$ cat src/hw/rtl/qrvu_pkg.sv
// qrvu_pkg: shared types, constants and tables for the quaternion rotation vector update
// no dependencies
`default_nettype none

package qrvu_pkg;

   localparam int WORD_WIDTH_DEF = 32;
   localparam int FRAC_BITS      = 30;
   localparam int CORDIC_ITERS   = 30;
   localparam int CORDIC_W       = 36;
   localparam int INC_W          = 33;
   localparam int STEP_W         = 5;

   localparam logic signed [CORDIC_W-1:0] CORDIC_GAIN = 36'sd652032874;
   localparam logic signed [CORDIC_W-1:0] PI_Q30      = 36'sd3373259426;
   localparam logic signed [CORDIC_W-1:0] HALF_PI_Q30 = 36'sd1686629713;
   localparam logic signed [CORDIC_W-1:0] TWO_PI_Q30  = 36'sd6746518852;
   localparam logic signed [INC_W-1:0]    ONE_Q30     = 33'sd1073741824;

   typedef enum logic {
      OP_APPLY = 1'b0,
      OP_LOAD  = 1'b1
   } op_type;

   typedef struct packed {
      logic              start;
      logic              load;
      logic              sumsq;
      logic              sqrt_step;
      logic              div_init;
      logic              divc_step;
      logic              inc_zero;
      logic              inc_set;
      logic              mul_go;
      logic              mul_quat;
      logic              commit;
      logic              out_load;
      logic [STEP_W-1:0] step;
   } cmd_type;

   typedef struct packed {
      logic angle_zero;
   } status_type;

   // one product of the quaternion multiply: attitude word, increment word, sign
   typedef struct packed {
      logic [1:0] att;
      logic [1:0] inc;
      logic       neg;
   } term_type;

   function automatic term_type qr_term(input logic [3:0] k);
      term_type t;
      unique case (k)
         4'd0:  t = '{att: 2'd0, inc: 2'd0, neg: 1'b0};
         4'd1:  t = '{att: 2'd1, inc: 2'd1, neg: 1'b1};
         4'd2:  t = '{att: 2'd2, inc: 2'd2, neg: 1'b1};
         4'd3:  t = '{att: 2'd3, inc: 2'd3, neg: 1'b1};
         4'd4:  t = '{att: 2'd1, inc: 2'd0, neg: 1'b0};
         4'd5:  t = '{att: 2'd0, inc: 2'd1, neg: 1'b0};
         4'd6:  t = '{att: 2'd3, inc: 2'd2, neg: 1'b0};
         4'd7:  t = '{att: 2'd2, inc: 2'd3, neg: 1'b1};
         4'd8:  t = '{att: 2'd2, inc: 2'd0, neg: 1'b0};
         4'd9:  t = '{att: 2'd0, inc: 2'd2, neg: 1'b0};
         4'd10: t = '{att: 2'd1, inc: 2'd3, neg: 1'b0};
         4'd11: t = '{att: 2'd3, inc: 2'd1, neg: 1'b1};
         4'd12: t = '{att: 2'd3, inc: 2'd0, neg: 1'b0};
         4'd13: t = '{att: 2'd0, inc: 2'd3, neg: 1'b0};
         4'd14: t = '{att: 2'd2, inc: 2'd1, neg: 1'b0};
         4'd15: t = '{att: 2'd1, inc: 2'd2, neg: 1'b1};
         default: t = '{att: 2'd0, inc: 2'd0, neg: 1'b0};
      endcase
      return t;
   endfunction

   function automatic logic signed [CORDIC_W-1:0] atan_q30(input logic [STEP_W-1:0] i);
      logic signed [CORDIC_W-1:0] a;
      unique case (i)
         5'd0:  a = 36'sh03243F6A8;
         5'd1:  a = 36'sh01DAC6705;
         5'd2:  a = 36'sh00FADBAFC;
         5'd3:  a = 36'sh007F56EA6;
         5'd4:  a = 36'sh003FEAB76;
         5'd5:  a = 36'sh001FFD55B;
         5'd6:  a = 36'sh000FFFAAA;
         5'd7:  a = 36'sh0007FFF55;
         5'd8:  a = 36'sh0003FFFEA;
         5'd9:  a = 36'sh0001FFFFD;
         5'd10: a = 36'sh0000FFFFF;
         5'd11: a = 36'sh00007FFFF;
         5'd12: a = 36'sh00003FFFF;
         5'd13: a = 36'sh00001FFFF;
         5'd14: a = 36'sh00000FFFF;
         5'd15: a = 36'sh000007FFF;
         5'd16: a = 36'sh000003FFF;
         5'd17: a = 36'sh000001FFF;
         5'd18: a = 36'sh000000FFF;
         5'd19: a = 36'sh0000007FF;
         5'd20: a = 36'sh0000003FF;
         5'd21: a = 36'sh0000001FF;
         5'd22: a = 36'sh0000000FF;
         5'd23: a = 36'sh00000007F;
         5'd24: a = 36'sh00000003F;
         5'd25: a = 36'sh00000001F;
         5'd26: a = 36'sh00000000F;
         5'd27: a = 36'sh000000007;
         5'd28: a = 36'sh000000003;
         5'd29: a = 36'sh000000001;
         default: a = '0;
      endcase
      return a;
   endfunction

endpackage

`default_nettype wire

$ cat src/hw/rtl/qrvu_ctrl.sv
// qrvu_ctrl: sequencer for sum of squares, square root, divide/cordic and multiply phases
// depends on qrvu_pkg
`default_nettype none

module qrvu_ctrl import qrvu_pkg::*; (
   input  wire logic       clock,
   input  wire logic       reset,
   input  wire logic       req_valid,
   input  wire logic       req_op,
   output logic            req_ready,
   input  wire logic       rsp_ready,
   output logic            rsp_valid,
   input  wire status_type status,
   output cmd_type         cmd
);

   typedef enum logic [3:0] {
      S_IDLE, S_SUMSQ, S_SQRT, S_SETUP, S_DIVC, S_FIN, S_IMAG, S_QMUL, S_WRITE, S_OUT
   } state_type;

   localparam logic [STEP_W-1:0] SUMSQ_LAST = 5'd2;
   localparam logic [STEP_W-1:0] SQRT_LAST  = 5'd31;
   localparam logic [STEP_W-1:0] DIVC_LAST  = 5'd30;
   localparam logic [STEP_W-1:0] IMAG_LAST  = 5'd3;
   localparam logic [STEP_W-1:0] QMUL_LAST  = 5'd16;

   state_type         state_ff;
   logic [STEP_W-1:0] step_ff;
   logic              rsp_valid_ff;

   assign req_ready = (state_ff == S_IDLE);
   assign rsp_valid = rsp_valid_ff;

   always_comb begin
      cmd      = '0;
      cmd.step = step_ff;
      unique case (state_ff)
         S_IDLE: begin
            cmd.start = req_valid;
            cmd.load  = (op_type'(req_op) == OP_LOAD);
         end
         S_SUMSQ: cmd.sumsq     = 1'b1;
         S_SQRT:  cmd.sqrt_step = 1'b1;
         S_SETUP: begin
            cmd.inc_zero = status.angle_zero;
            cmd.div_init = !status.angle_zero;
         end
         S_DIVC:  cmd.divc_step = 1'b1;
         S_FIN:   cmd.inc_set   = 1'b1;
         S_IMAG:  cmd.mul_go    = (step_ff < IMAG_LAST);
         S_QMUL: begin
            cmd.mul_go   = (step_ff < QMUL_LAST);
            cmd.mul_quat = 1'b1;
         end
         S_WRITE: cmd.commit   = 1'b1;
         S_OUT:   cmd.out_load = !rsp_valid_ff || rsp_ready;
         default: cmd = '0;
      endcase
   end

   always_ff @(posedge clock) begin
      if (reset) begin
         state_ff     <= S_IDLE;
         step_ff      <= '0;
         rsp_valid_ff <= 1'b0;
      end else begin
         if (cmd.out_load) begin
            rsp_valid_ff <= 1'b1;
         end else if (rsp_ready) begin
            rsp_valid_ff <= 1'b0;
         end
         step_ff <= step_ff + 5'd1;
         unique case (state_ff)
            S_IDLE: begin
               step_ff <= '0;
               if (req_valid) begin
                  state_ff <= (op_type'(req_op) == OP_LOAD) ? S_OUT : S_SUMSQ;
               end
            end
            S_SUMSQ: begin
               if (step_ff == SUMSQ_LAST) begin
                  state_ff <= S_SQRT;
                  step_ff  <= '0;
               end
            end
            S_SQRT: begin
               if (step_ff == SQRT_LAST) begin
                  state_ff <= S_SETUP;
                  step_ff  <= '0;
               end
            end
            S_SETUP: begin
               step_ff  <= '0;
               state_ff <= status.angle_zero ? S_QMUL : S_DIVC;
            end
            S_DIVC: begin
               if (step_ff == DIVC_LAST) begin
                  state_ff <= S_FIN;
                  step_ff  <= '0;
               end
            end
            S_FIN: begin
               state_ff <= S_IMAG;
               step_ff  <= '0;
            end
            S_IMAG: begin
               if (step_ff == IMAG_LAST) begin
                  state_ff <= S_QMUL;
                  step_ff  <= '0;
               end
            end
            S_QMUL: begin
               if (step_ff == QMUL_LAST) begin
                  state_ff <= S_WRITE;
                  step_ff  <= '0;
               end
            end
            S_WRITE: begin
               state_ff <= S_OUT;
               step_ff  <= '0;
            end
            S_OUT: begin
               step_ff <= '0;
               if (cmd.out_load) begin
                  state_ff <= S_IDLE;
               end
            end
            default: state_ff <= S_IDLE;
         endcase
      end
   end

endmodule

`default_nettype wire

$ cat config.mk
export PLATFORM = sky130hd
export DESIGN_NAME = qrvu_ctrl
export DESIGN_NICKNAME = d
export VERILOG_FILES = /design/src/hw/rtl/qrvu_pkg.sv /design/src/hw/rtl/qrvu_ctrl.sv
export SDC_FILE = /design/constraint.sdc
export NUM_CORES = 1
export LEC_CHECK = 0
export BUFFER_PORTS_ARGS = -buffer_cell sky130_fd_sc_hd__buf_2
export CAP_MARGIN = 20
export CORE_UTILIZATION = 50
export CTS_CLUSTER_DIAMETER = 120
export DETAILED_ROUTE_END_ITERATION = 16
export PLACE_DENSITY_LB_ADDON = 0.1
export SLEW_MARGIN = 15
export SYNTH_ARGS = -nofsm -noshare
export SYNTH_HDL_FRONTEND = slang
export SYNTH_SLANG_ARGS = --single-unit
$ cat constraint.sdc
create_clock -name clock -period 2 [get_ports clock]
set_input_delay 0.3 -clock clock [delete_from_list [all_inputs] [get_ports clock]]
set_output_delay 0.3 -clock clock [all_outputs]
set_load 0.03 [all_outputs]
# == Word-level counts from Yosys, hierarchy flattened ==
# Cells that the tools add are included.
# word_totals
regBits,10
n_memories,0
mem_bits_ro,0
ramBits,0
latchBits,0
inputBits,6
# op_classes
shift,0
n_mul,0
n_bitwise,0
n_reduce_logical,8
n_mux,30
n_lt_le_gt_ge,2
div,0
eq_ne,21
add_sub_neg,1
# op_table
cell,n
4-bit one-hot mux with 10 select lines,1
4-bit two-way mux,8
5-bit two-way mux,6
5-bit one-hot mux with 6 select lines,1
"4-bit by 3-bit == test with 1-bit output, second input constant",4
"5-bit == test, second input constant",3
"2-bit != test, second input constant",7
1-bit two-way mux,11
"5-bit by 2-bit == test with 1-bit output, second input constant",2
10-bit OR reduction,1
"4-bit by 2-bit == test with 1-bit output, second input constant",2
"4-bit == test, second input constant",2
7-bit AND reduction,1
"5-bit by 1-bit adder with 5-bit output, second input constant",1
"5-bit by 2-bit < comparator with 1-bit output, second input constant",1
"5-bit < comparator, second input constant",1
5-bit OR reduction,1
"4-bit by 1-bit == test with 1-bit output, second input constant",1
4-bit zero test,1
2-bit two-way mux,2
1-bit zero test,2
1-bit one-hot mux with 2 select lines,1
2-bit nonzero test,1
1-bit logical OR,1

# == Depth between registers and ports, before layout ==
# logic_depth
word_depth,5
depth_mapped,7
mapped_depth_nobuf,7

# == Worst setup path before layout ==
# OpenSTA, ideal clock, no wires.
# synth_path
kind,reg2out
startpoint,register state_ff[2]
endpoint,output port cmd[15] in the netlist's numbering
setup_slack_ns,-0.493
t_required_ns,1.700
n_path_buf,2
arrival_time_ns,2.193
stages_incl_launch_ff,5
cell_sequence,dfxtp_1 > buf_4 > clkbuf_1 > nor4_1 > and2_1
# synth_rtl
item,line_no,text
"start, declared",qrvu_ctrl.sv:27,state_type state_ff;
"start signal, assigned",qrvu_ctrl.sv:77,state_ff <= (op_type'(req_op) == OP_LOAD) ? S_OUT : S_SUMSQ;
"start signal, assigned",qrvu_ctrl.sv:94,state_ff <= status.angle_zero ? S_QMUL : S_DIVC;
"end, declared",qrvu_ctrl.sv:14,output cmd_type cmd

==> run_results.csv <==
group,metric,value,unit
status,status,"completed",
grt,grt_pass1_wl,3360,um
yosys,synthMostInstantiatedCell,"dfxtp_1",
floorplan,initial_utilization,53.7,%
route,vias,832,
yosys,synth_common_cells,"dfxtp_1, nor3_1, nand2b_1, nor2_1",
floorplan,die_w,45.1,um
route,drt_iter0_drc,17,
power,p_seq_share,23.2,%
placed_design,gp_congestion,0.818,
power,ir_drop,0.931,mV
grt,grt_overflow,0,
grt,grt_max_degree,17,
critical_path,crit_family,"buffers and inverters",
critical_path,cp.required,1700,ps
sta,fin_ws,101,ps
power,swShare,49.2,%
sta,slew_headroom,72.8,%
sta,fin_crit_sh,95.0,%
sta,drv_slew,0,
grt,antenna_found_initial,0,
power,clkPwrFrac,13.0,%
sta,worstMarginPinSlew,409,ps
clock_tree,ctsRootBufferMaster,"clkbuf_4",
critical_path,critPathSlowestCell,"dfxtp_1",
clock_tree,cts_tree,"yes",
clock_tree,ctsLongestPathBuffers,2,
sta,fin_crit,1900,ps
power,power_frac_comb,63.7,%
yosys,async_reset_ff_share,0,%
clock_tree,cts_sinks,10,
power,p_leak,0.000479,uW
sta,skew,1.88,ps
yosys,syn_inst,106,
yosys,syn-num-nets,116,
clock_tree,cts-buffers-inserted,3,
yosys,synth-edff-count,0,
critical_path,critPathKind,"register to output pin",
yosys,seq_area_frac_synth,21.6,%
finish,nFillCells,157,
worst_hold_path,holdCritPathClass,"input port to register",
placed_design,place_ws,172,ps
route,dr.pass1.iters,4,
yosys,synth_top_area_share,21.6,%
critical_path,worstPathCellList,"buf_4, nor4b_4, buf_2",
route,wire_per_inst,13.1,um
floorplan,coreArea,0.00173,mm2
yosys,synth_area_leaders,"dfxtp_1, ha_1, nor4b_4, nor3_1, nand2b_1",
clock_tree,post-cts-setup-buffers,0,
finish,antennaDiodeCount,0,
critical_path,critPathLaunchType,"register",
critical_path,slowest_delay,430,ps
yosys,syn_avg_cell_area,8.75,um2
floorplan,die-area,0.00203,mm2
clock_tree,worstSkewPairLatency,270,ps
grt,grt_pass1_vias,723,
power,p_switching,702,uW
yosys,synthFlopType,"dfxtp_1",
power,powerDensity,1290,mW/mm2
yosys,yosysTopAreaCell,"dfxtp_1",
sta,hold_viol,0,
yosys,synth_cell_types,45,
floorplan,rows,15,
finish,final_nets,141,
route,drc,0,
sta,rsz0062_at_grt,"false",
floorplan,io_pins,25,
placed_design,io_buffers,24,
finish,drive_gt1_share,36.9,%
finish,syn2layout_area_growth,19.6,%
sta,max_freq,0.527,GHz
power,p_int,725,uW
clock_tree,hold_buffers,0,
placed_design,dp_hpwl,1540,um
route,via_per_inst,5.37,
grt,grtUsageTotal,22.8,%
critical_path,endpoint_kind,"output pin",
clock_tree,clk_pin_slew,70,ps
power,p_total,1430,uW
critical_path,cp_max_fo,9,
flow_run,drv_cap,0,
critical_path,cp_num_buf_inv,2,
route,ant_nets,0,
critical_path,arrival,1600,ps
yosys,synth_warnings,0,
clock_tree,h-tree-depth,1,
yosys,syn_area,927,um2
floorplan,die_h,45.1,um
clock_tree,ctsResizeCount,0,
yosys,synth_seq_cells,10,
sta,whs,325,ps
route,wl,2030,um
sta,finalSetupViolations,0,
-- layout by cell type, fill, tap and decap left out, types with 2 or more instances in the layout --
cell / count
a21oi_1: 4
nand2_1: 5
nor3_1: 9
nor3b_1: 2
a21boi_0: 2
mux2i_1: 2
buf_4: 5
nor4b_2: 2
buf_2: 24
nand2b_1: 6
ha_1: 4
nor2_1: 6
nand4b_1: 2
o21ai_0: 3
nor4b_4: 2
dfxtp_1: 9
and4bb_2: 2
clkbuf_4: 3
and2_1: 4
inv_1: 5
xnor2_1: 2
o21ai_1: 2
-- flip-flops by register name, indices dropped and copies added (netlist names) --
| register | flops |
|---|---|
| rsp_valid | 1 |
| state_ff | 4 |
| step_ff | 5 |
-- routing by layer --
layer	GRT usage [%]	share of wire, %
met5	0	0
met4	5.45	0.64
met3	6.00	2.6
met2	33.3	46
met1	33.1	51
-- power groups by stage --
stage | logic (uW) | registers, uW | clock network, uW
final | 910 | 331 | 186
after global routing | 986 | 341 | 201
after CTS | 910 | 327 | 192
after detailed placement | 907 | 330 | 0
after global placement | 904 | 326 | 0
after floorplan | 748 | 294 | 0
-- logic make-up (layout without fill, tap and decap cells) --
family                     after synthesis  in the layout  synth area share (%)
DFF                                     10             10                  21.6
buffers and inverters                   14             38                  8.23
and+or+nand+nor                         53             53                  41.8
muxes                                    2              2                  2.16
xor gates and xnor gates                 3              3                  2.83
AOI/OAI and AO/OA                       20             20                  17.9
adders and majority gates                4              4                  5.40
-- metrics by stage --
| stage | util, % | area, um2 | cells | TNS, ps |
|---|---|---|---|---|
| floorplan | - | 940 | 106 | -329 |
| CTS | 64.1 | 1110 | 155 | 0 |
| finish | 64.2 | 1110 | 155 | 0 |
| detailed placement | 62.0 | 1070 | 151 | 0 |
| global route | 64.2 | 1110 | 155 | 0 |
| global placement | 62.0 | 1070 | 151 | 0 |
-- layout make-up --
type                            count  area, um2  share of cell area, %
Sequential cell                    10        201                   18.2
Clock buffer                        4       36.3                   3.27
Multi-Input combinational cell     82        663                   59.8
Timing Repair Buffer               29        158                   14.2
Inverter                            5       18.8                   1.69
Tap cell                           25       31.3                   2.82
-- worst paths after layout --
path / start / endpoint / slack (ps) / depth (start not counted)
min reg2reg: step_ff[0]$_SDFF_PP0_ / step_ff[0]$_SDFF_PP0_ / 520 / 1
max reg2reg: step_ff[1]$_SDFF_PP0_ / step_ff[2]$_SDFF_PP0_ / 180 / 5
max: state_ff[3]$_SDFFE_PP0P_ / cmd[13] / 100 / 3
min: reset / rsp_valid$_SDFFE_PP0P_ / 320 / 2
No activity file was read; power rests on OpenSTA's default activity.
